--- src/rtl/lkvc_pkg.sv ---
package lkvc_pkg;

    localparam int DATA_W              = 32;
    localparam int CAP_W               = 5;
    localparam int PADDR_W             = 3;
    localparam int PDATA_W             = 32;
    localparam int DEFAULT_MAX_ENTRIES = 16;

    localparam logic [CAP_W-1:0]  CAP_RESET    = 5'd16;
    localparam logic              REG_CAPACITY = 1'b0;

    localparam logic              CMD_GET = 1'b0;
    localparam logic              CMD_PUT = 1'b1;

    localparam logic [DATA_W-1:0] MISS_VALUE = '1;

endpackage

--- src/rtl/lru_key_value_cache_core.sv ---
// Fully associative key/value cache with least-recently-used replacement.
//
// Input channel (in_valid/in_ready): one request per transaction; cmd selects
// get or put, key is looked up in every slot at once, value is stored by a put.
// Output channel (out_valid/out_ready): exactly one result per request, in
// order: found, read_value (-1 unless a get hits) and evicted.
// Configuration: APB-style port, capacity at byte address 0 (low 5 bits of
// pwdata). Zero behaves as 1, values above MAX_ENTRIES behave as MAX_ENTRIES.
// Write it only while no request is in flight.
//
// Pipeline: an accepted request is held in the input register, and is processed
// from there into the result register, which offers it on the output channel.
// Throughput: one request per cycle while the receiver takes results, set by
// the combinational key compare and rank update across all slots.
// When the receiver stalls, the result register holds and the input register
// fills; in_ready drops only when both are occupied.
// Reset clears all valid bits, recency ranks and the entry count, empties both
// pipeline registers and sets capacity to 16. Keys and values are not cleared.
module lru_key_value_cache_core #(
    parameter int MAX_ENTRIES = lkvc_pkg::DEFAULT_MAX_ENTRIES
) (
    input  logic                          clk,
    input  logic                          rst_n,

    input  logic                          psel,
    input  logic                          penable,
    input  logic                          pwrite,
    input  logic [lkvc_pkg::PADDR_W-1:0]  paddr,
    input  logic [lkvc_pkg::PDATA_W-1:0]  pwdata,
    output logic [lkvc_pkg::PDATA_W-1:0]  prdata,
    output logic                          pready,

    input  logic                          in_valid,
    output logic                          in_ready,
    input  logic                          cmd,
    input  logic signed [lkvc_pkg::DATA_W-1:0] key,
    input  logic signed [lkvc_pkg::DATA_W-1:0] value,

    output logic                          out_valid,
    input  logic                          out_ready,
    output logic                          found,
    output logic signed [lkvc_pkg::DATA_W-1:0] read_value,
    output logic                          evicted
);

    localparam int DATA_W = lkvc_pkg::DATA_W;
    localparam int CAP_W  = lkvc_pkg::CAP_W;
    localparam int RANK_W = (MAX_ENTRIES > 1) ? $clog2(MAX_ENTRIES) : 1;
    localparam int CNT_W  = $clog2(MAX_ENTRIES + 1);
    localparam int CMP_W  = (CNT_W > CAP_W) ? CNT_W : CAP_W;

    // configuration
    logic [CAP_W-1:0] capacity_reg;
    logic             cfg_write;

    // input register
    logic              s1_valid_reg;
    logic              s1_cmd_reg;
    logic [DATA_W-1:0] s1_key_reg;
    logic [DATA_W-1:0] s1_value_reg;

    // result register
    logic              out_valid_reg;
    logic              found_reg;
    logic [DATA_W-1:0] read_value_reg;
    logic              evicted_reg;

    // slot state
    logic [DATA_W-1:0] slot_key_reg   [MAX_ENTRIES];
    logic [DATA_W-1:0] slot_value_reg [MAX_ENTRIES];
    logic [MAX_ENTRIES-1:0] slot_valid_reg;
    logic [MAX_ENTRIES-1:0] slot_valid_next;
    logic [RANK_W-1:0] slot_rank_reg  [MAX_ENTRIES];
    logic [RANK_W-1:0] slot_rank_next [MAX_ENTRIES];
    logic [CNT_W-1:0]  used_count_reg;
    logic [CNT_W-1:0]  used_count_next;

    // lookup
    logic              advance;
    logic [CMP_W-1:0]  cap_eff;
    logic [RANK_W-1:0] last_rank;
    logic [MAX_ENTRIES-1:0] hit_vec;
    logic [MAX_ENTRIES-1:0] hit_first_vec;
    logic [MAX_ENTRIES-1:0] free_vec;
    logic [MAX_ENTRIES-1:0] oldest_vec;
    logic [MAX_ENTRIES-1:0] touch_vec;
    logic [MAX_ENTRIES-1:0] write_vec;
    logic              hit_any;
    logic              free_any;
    logic              do_fill;
    logic              do_evict;
    logic              do_touch;
    logic [RANK_W-1:0] touch_rank;
    logic [DATA_W-1:0] hit_value;

    assign pready    = 1'b1;
    assign cfg_write = psel && penable && pwrite && (paddr[2] == lkvc_pkg::REG_CAPACITY);

    always_comb
    begin
        prdata = '0;
        if (paddr[2] == lkvc_pkg::REG_CAPACITY)
        begin
            prdata = {{(lkvc_pkg::PDATA_W-CAP_W){1'b0}}, capacity_reg};
        end
    end

    always_ff @(posedge clk or negedge rst_n)
    begin
        if (!rst_n)
        begin
            capacity_reg <= lkvc_pkg::CAP_RESET;
        end
        else if (cfg_write)
        begin
            capacity_reg <= pwdata[CAP_W-1:0];
        end
    end

    // pipeline handshake
    assign advance   = s1_valid_reg && (!out_valid_reg || out_ready);
    assign in_ready  = !s1_valid_reg || advance;
    assign out_valid = out_valid_reg;
    assign found     = found_reg;
    assign read_value = read_value_reg;
    assign evicted   = evicted_reg;

    always_ff @(posedge clk or negedge rst_n)
    begin
        if (!rst_n)
        begin
            s1_valid_reg  <= 1'b0;
            out_valid_reg <= 1'b0;
        end
        else
        begin
            if (in_ready)
            begin
                s1_valid_reg <= in_valid;
            end
            if (advance)
            begin
                out_valid_reg <= 1'b1;
            end
            else if (out_ready)
            begin
                out_valid_reg <= 1'b0;
            end
        end
    end

    always_ff @(posedge clk)
    begin
        if (in_valid && in_ready)
        begin
            s1_cmd_reg   <= cmd;
            s1_key_reg   <= key;
            s1_value_reg <= value;
        end
        if (advance)
        begin
            found_reg      <= hit_any;
            read_value_reg <= (hit_any && (s1_cmd_reg == lkvc_pkg::CMD_GET)) ?
                              hit_value : lkvc_pkg::MISS_VALUE;
            evicted_reg    <= do_evict;
        end
    end

    // effective capacity: clamp to 1..MAX_ENTRIES
    always_comb
    begin
        cap_eff = CMP_W'(capacity_reg);
        if (capacity_reg == '0)
        begin
            cap_eff = CMP_W'(1);
        end
        else if (CMP_W'(capacity_reg) > CMP_W'(MAX_ENTRIES))
        begin
            cap_eff = CMP_W'(MAX_ENTRIES);
        end
    end

    // ranks of valid slots form 0..used_count-1, so the oldest holds the top rank
    assign last_rank = RANK_W'(used_count_reg - CNT_W'(1));

    always_comb
    begin
        logic hit_seen;
        logic free_seen;
        hit_seen      = 1'b0;
        free_seen     = 1'b0;
        hit_first_vec = '0;
        free_vec      = '0;
        touch_rank    = '0;
        hit_value     = '0;
        for (int i = 0; i < MAX_ENTRIES; i++)
        begin
            hit_vec[i]    = slot_valid_reg[i] && (slot_key_reg[i] == s1_key_reg);
            oldest_vec[i] = slot_valid_reg[i] && (slot_rank_reg[i] == last_rank);
            if (hit_vec[i] && !hit_seen)
            begin
                hit_first_vec[i] = 1'b1;
                hit_seen         = 1'b1;
            end
            if (!slot_valid_reg[i] && !free_seen)
            begin
                free_vec[i] = 1'b1;
                free_seen   = 1'b1;
            end
        end
        hit_any  = hit_seen;
        free_any = free_seen;

        do_fill  = (s1_cmd_reg == lkvc_pkg::CMD_PUT) && !hit_any && free_any &&
                   (CMP_W'(used_count_reg) < cap_eff);
        do_evict = (s1_cmd_reg == lkvc_pkg::CMD_PUT) && !hit_any && !do_fill &&
                   (|oldest_vec);
        do_touch = hit_any || do_evict;

        touch_vec = hit_any ? hit_first_vec : oldest_vec;
        if (do_fill)
        begin
            write_vec = free_vec;
        end
        else if (s1_cmd_reg == lkvc_pkg::CMD_PUT)
        begin
            write_vec = touch_vec;
        end
        else
        begin
            write_vec = '0;
        end

        for (int i = 0; i < MAX_ENTRIES; i++)
        begin
            if (touch_vec[i])
            begin
                touch_rank = touch_rank | slot_rank_reg[i];
            end
            if (hit_first_vec[i])
            begin
                hit_value = hit_value | slot_value_reg[i];
            end
        end
    end

    // recency update
    always_comb
    begin
        slot_valid_next = slot_valid_reg;
        used_count_next = used_count_reg;
        for (int i = 0; i < MAX_ENTRIES; i++)
        begin
            slot_rank_next[i] = slot_rank_reg[i];
            if (do_touch)
            begin
                if (touch_vec[i])
                begin
                    slot_rank_next[i] = '0;
                end
                else if (slot_valid_reg[i] && (slot_rank_reg[i] < touch_rank))
                begin
                    slot_rank_next[i] = slot_rank_reg[i] + RANK_W'(1);
                end
            end
            else if (do_fill)
            begin
                if (free_vec[i])
                begin
                    slot_rank_next[i]  = '0;
                    slot_valid_next[i] = 1'b1;
                end
                else if (slot_valid_reg[i])
                begin
                    slot_rank_next[i] = slot_rank_reg[i] + RANK_W'(1);
                end
            end
        end
        if (do_fill)
        begin
            used_count_next = used_count_reg + CNT_W'(1);
        end
    end

    always_ff @(posedge clk or negedge rst_n)
    begin
        if (!rst_n)
        begin
            slot_valid_reg <= '0;
            used_count_reg <= '0;
            for (int i = 0; i < MAX_ENTRIES; i++)
            begin
                slot_rank_reg[i] <= '0;
            end
        end
        else if (advance)
        begin
            slot_valid_reg <= slot_valid_next;
            used_count_reg <= used_count_next;
            for (int i = 0; i < MAX_ENTRIES; i++)
            begin
                slot_rank_reg[i] <= slot_rank_next[i];
            end
        end
    end

    always_ff @(posedge clk)
    begin
        if (advance)
        begin
            for (int i = 0; i < MAX_ENTRIES; i++)
            begin
                if (write_vec[i])
                begin
                    slot_key_reg[i]   <= s1_key_reg;
                    slot_value_reg[i] <= s1_value_reg;
                end
            end
        end
    end

`ifndef SYNTHESIS
    a_count_matches_valid: assert property (@(posedge clk) disable iff (!rst_n)
        $countones(slot_valid_reg) == int'(used_count_reg))
        else $error("entry count disagrees with valid bits");

    a_single_hit: assert property (@(posedge clk) disable iff (!rst_n)
        s1_valid_reg |-> $onehot0(hit_vec))
        else $error("key present in more than one slot");

    a_evict_only_on_miss: assert property (@(posedge clk) disable iff (!rst_n)
        out_valid_reg |-> !(found_reg && evicted_reg))
        else $error("eviction reported for a hit");

    a_miss_value: assert property (@(posedge clk) disable iff (!rst_n)
        (out_valid_reg && !found_reg) |-> (read_value_reg == lkvc_pkg::MISS_VALUE))
        else $error("miss returned a stored value");
`endif

endmodule

--- config.mk ---
export PLATFORM = sky130hd
export DESIGN_NAME = lru_key_value_cache_core
export DESIGN_NICKNAME = d
export VERILOG_FILES = /design/src/rtl/lkvc_pkg.sv /design/src/rtl/lru_key_value_cache_core.sv
export SDC_FILE = /design/constraint.sdc
export NUM_CORES = 2
export LEC_CHECK = 0
export BUFFER_PORTS_ARGS = -buffer_cell sky130_fd_sc_hd__buf_2
export CAP_MARGIN = 25
export CELL_PAD_IN_SITES_DETAIL_PLACEMENT = 1
export CELL_PAD_IN_SITES_GLOBAL_PLACEMENT = 1
export CORE_AREA = 3 3 466 468
export CTS_BUF_LIST = sky130_fd_sc_hd__clkbuf_8
export CTS_CLUSTER_DIAMETER = 150
export DETAILED_ROUTE_END_ITERATION = 10
export DIE_AREA = 0 0 469 471
export PLACE_DENSITY = 0.49
export REMOVE_ABC_BUFFERS = 1
export SLEW_MARGIN = 40
export SYNTH_ARGS = -nofsm -noshare
export SYNTH_HDL_FRONTEND = slang
export SYNTH_SLANG_ARGS = --single-unit
export TNS_END_PERCENT = 10
--- constraint.sdc ---
create_clock -name clk -period 10.75 [get_ports clk]
set_input_delay 2.6875 -clock clk [delete_from_list [all_inputs] [get_ports clk]]
set_output_delay 2.6875 -clock clk [all_outputs]
set_load 0.02 [all_outputs]
==> flow_summary.json <==
{
  "yosys_warnings": 0,
  "fp-row-count": 170,
  "wl_um": 175000,
  "grt_pass1_wl_um": 252000,
  "slowest_delay_ns": 0.83,
  "netlist.area_leader.share": 0.632,
  "cellPowerDensity_nw_per_um2": 246,
  "ys_seq_elements": 1215,
  "power_leakage_nw": 20.8,
  "cp_cell_sequence": "buf_4, xor2_1, nor4_1, nand4_1, or4_1, and4_1, and3_1, and2_1, inv_2, o21ai_2, a222oi_1, nand4_1, a2111oi_4, buf_4, ha_1, and3_1, a2111oi_0, a21oi_2, nor2_1, mux2_2",
  "worst_pin_slew_ns": 0.947,
  "drtAntennaViolNets": 0,
  "peakVddDrop_mv": 0.178,
  "hold_viol": 0,
  "grtUsageTotal": 0.156,
  "coreArea_um2": 214000,
  "rsz0062_at_grt": "no",
  "fin_skew_ns": 0.0781,
  "io_buffers": 118,
  "maxSlewViolCount": 0,
  "critPathBufInv": 3,
  "holdWs_ns": 0.480,
  "vias": 33400,
  "grt_start_max_net_pins": 71,
  "synthFlopType": "edfxtp_1",
  "grtUsageMet3": 0.0257,
  "fin_ws_ns": 3.07,
  "status": "completed",
  "netlist_top_cells_area": "edfxtp_1, xor2_1, dfrtp_1, nor4_1, xnor2_1",
  "setup_tns_ns": 0,
  "cts_buffers": 204,
  "finalNetCount": 4177,
  "top_usage_layer": "met2",
  "h-tree-depth": 4,
  "drc": 0,
  "synth.distinct_cells": 102,
  "dieArea_um2": 221000,
  "dp_slack_ns": 2.98,
  "via_per_inst": 4.78,
  "layout_min_cycle_time_ns": 7.68,
  "clk_latency_ns": 0.99,
  "cts.sinks": 1215,
  "worstHoldPathType": "flip-flop to flip-flop",
  "clk_pin_slew_ns": 0.06,
  "cp_slowest_cell": "edfxtp_1",
  "io_pins": 176,
  "endpoint_kind": "flip-flop",
  "start_util": 0.249,
  "synth_edf_count": 1123,
  "cts_hold_buffers": 0,
  "grtUsageMet2": 0.264,
  "grt.met1_usage": 0.207,
  "cts_setup_buffers": 0,
  "mappedNetlistArea_um2": 53400,
  "drtIter0Drc": 2739,
  "dp.final_hpwl_um": 105000,
  "drive_gt1_frac": 0.146,
  "fmax_mhz": 130,
  "start_kind": "flip-flop",
  "slew_headroom": 0.368,
  "die_h_um": 471,
  "yosysTopAreaCell": "edfxtp_1",
  "crit_family": "simple AND/OR/NAND/NOR gates",
  "clockRootBuffer": "clkbuf_8",
  "cp_data_required_time_ns": 11.59,
  "antenna_found_initial": 6,
  "cts.path.max_buffers": 3,
  "area_growth_pct": 16.1,
  "cp.arrival_ns": 8.53,
  "dr.pass1.iters": 7,
  "cts_resized": 0,
  "gp_congestion": 0.837,
  "avgSynthCellArea_um2": 14.3,
  "timing.max_cap.violations": 0,
  "finalCritPeriodShare": 0.715,
  "cts_tree": "done",
  "grt_pass1_vias": 35300,
  "path_class": "flip-flop to flip-flop",
  "async_reset_ff_frac": 0.0757,
  "setup_viol": 0,
  "synthCells": 3720,
  "die_w_um": 469,
  "reg2reg_slack_ns": 3.07,
  "seq_area_frac_synth": 0.675,
  "worstPathMaxFanout": 22,
  "routedWlPerCell_um": 25.0,
  "grt-ovfl-total": 0
}
[final cells by class]
type,count,area (µm²)
flip-flops and latches,1215,36000
clock inverters,146,898
multi-input cells,2233,16400
inverters,93,349
clock buffers,216,2970
repair buffers,253,1780
fillers,23000,152000
diodes,3,7.51
well taps,2838,3550
[report_power, final]
group	switching (mW)	internal, mW	total (mW)
Clock	1.96	2.03	4.00
Combinational	3.24	1.83	5.07
Sequential	0.441	5.73	6.18
Total	5.65	9.60	15.2
[per-stage QoR]
stage	power [mW]	instances	instance area [µm²]	util
global route	16.1	6997	61900	0.289
floorplan	9.34	3541	52400	-
detailed placement	11.3	6632	58100	0.271
CTS	15.4	6994	61900	0.289
global placement	11.1	6621	57800	0.270
finish	15.2	6997	61900	0.289
[cell usage after synthesis, drive strengths merged (21+ instances only)]
| master | number |
|---|---|
| nor4 | 189 |
| a22oi | 52 |
| buf | 117 |
| dfrtp | 91 |
| ha | 70 |
| nand2 | 292 |
| xor2 | 435 |
| nor3 | 57 |
| a21oi | 41 |
| nand4b | 21 |
| a311o | 32 |
| o21ai | 104 |
| or3 | 28 |
| a221oi | 36 |
| xnor2 | 127 |
| clkbuf | 88 |
| nand3 | 134 |
| inv | 93 |
| nor2 | 77 |
| nand2b | 26 |
| nand4 | 101 |
| edfxtp | 1123 |
| a222oi | 69 |
[worst register-to-register path: cells and delay by family (launching register included)]
family	cells	cell delay, ns
buffers and inverters	3	1.12
adder cells (fa/ha/maj)	1	0.31
AO/OA/AOI/OAI	5	1.98
multiplexers	1	0.35
XOR/XNOR	1	0.17
flip-flops	1	0.83
AND/OR/NAND/NOR	9	2.82
[per-layer routing]
metal,vias up,part of all wire,wire [µm]
li1,14900,-,-
met1,17500,0.45,78500
met2,817,0.49,85000
met3,257,0.043,7590
met4,0,0.022,3890
met5,-,0,0
[cells by family (layout without fill, tap and decap cells)]
| group | after synthesis | in the layout | synth area share |
|---|---|---|---|
| flops | 1215 | 1215 | 0.675 |
| simple gates | 1035 | 1035 | 0.104 |
| xor+xnor | 585 | 585 | 0.102 |
| compound gates | 485 | 485 | 0.0701 |
| buf+inv | 298 | 708 | 0.0256 |
| fa+ha+maj | 70 | 70 | 0.0164 |
| mux | 30 | 30 | 0.00600 |
| other cells | 2 | 31 | 0.000141 |
[placed cells by master, fill, tap and decap left out, drive strengths merged, types with 26 or more instances in the layout]
cell type,synthesis,layout
a21oi,41,41
a221oi,36,36
a222oi,69,69
a22oi,52,52
a311o,32,32
buf,117,253
clkbuf,88,216
clkinv,0,54
conb,2,28
dfrtp,91,91
edfxtp,1123,1123
ha,70,70
inv,93,175
nand2,292,292
nand2b,26,26
nand3,134,134
nand4,101,101
nor2,77,77
nor3,57,57
nor4,189,189
o21ai,104,104
or3,28,28
xnor2,127,127
xor2,435,435
[final timing paths]
kind                                        start                end  cells past startpoint
worst max-delay path               s1_key_reg[26]   slot_rank_reg[0]                     20
worst min-delay path            used_count_reg[4]  used_count_reg[4]                      1
worst max register to register     s1_key_reg[26]   slot_rank_reg[0]                     20
worst min register to register  used_count_reg[4]  used_count_reg[4]                      1
max in group asynchronous                   rst_n   slot_rank_reg[3]                      2
min in group asynchronous                   rst_n  slot_rank_reg[23]                      1
No activity file was read; power rests on OpenSTA's default activity.
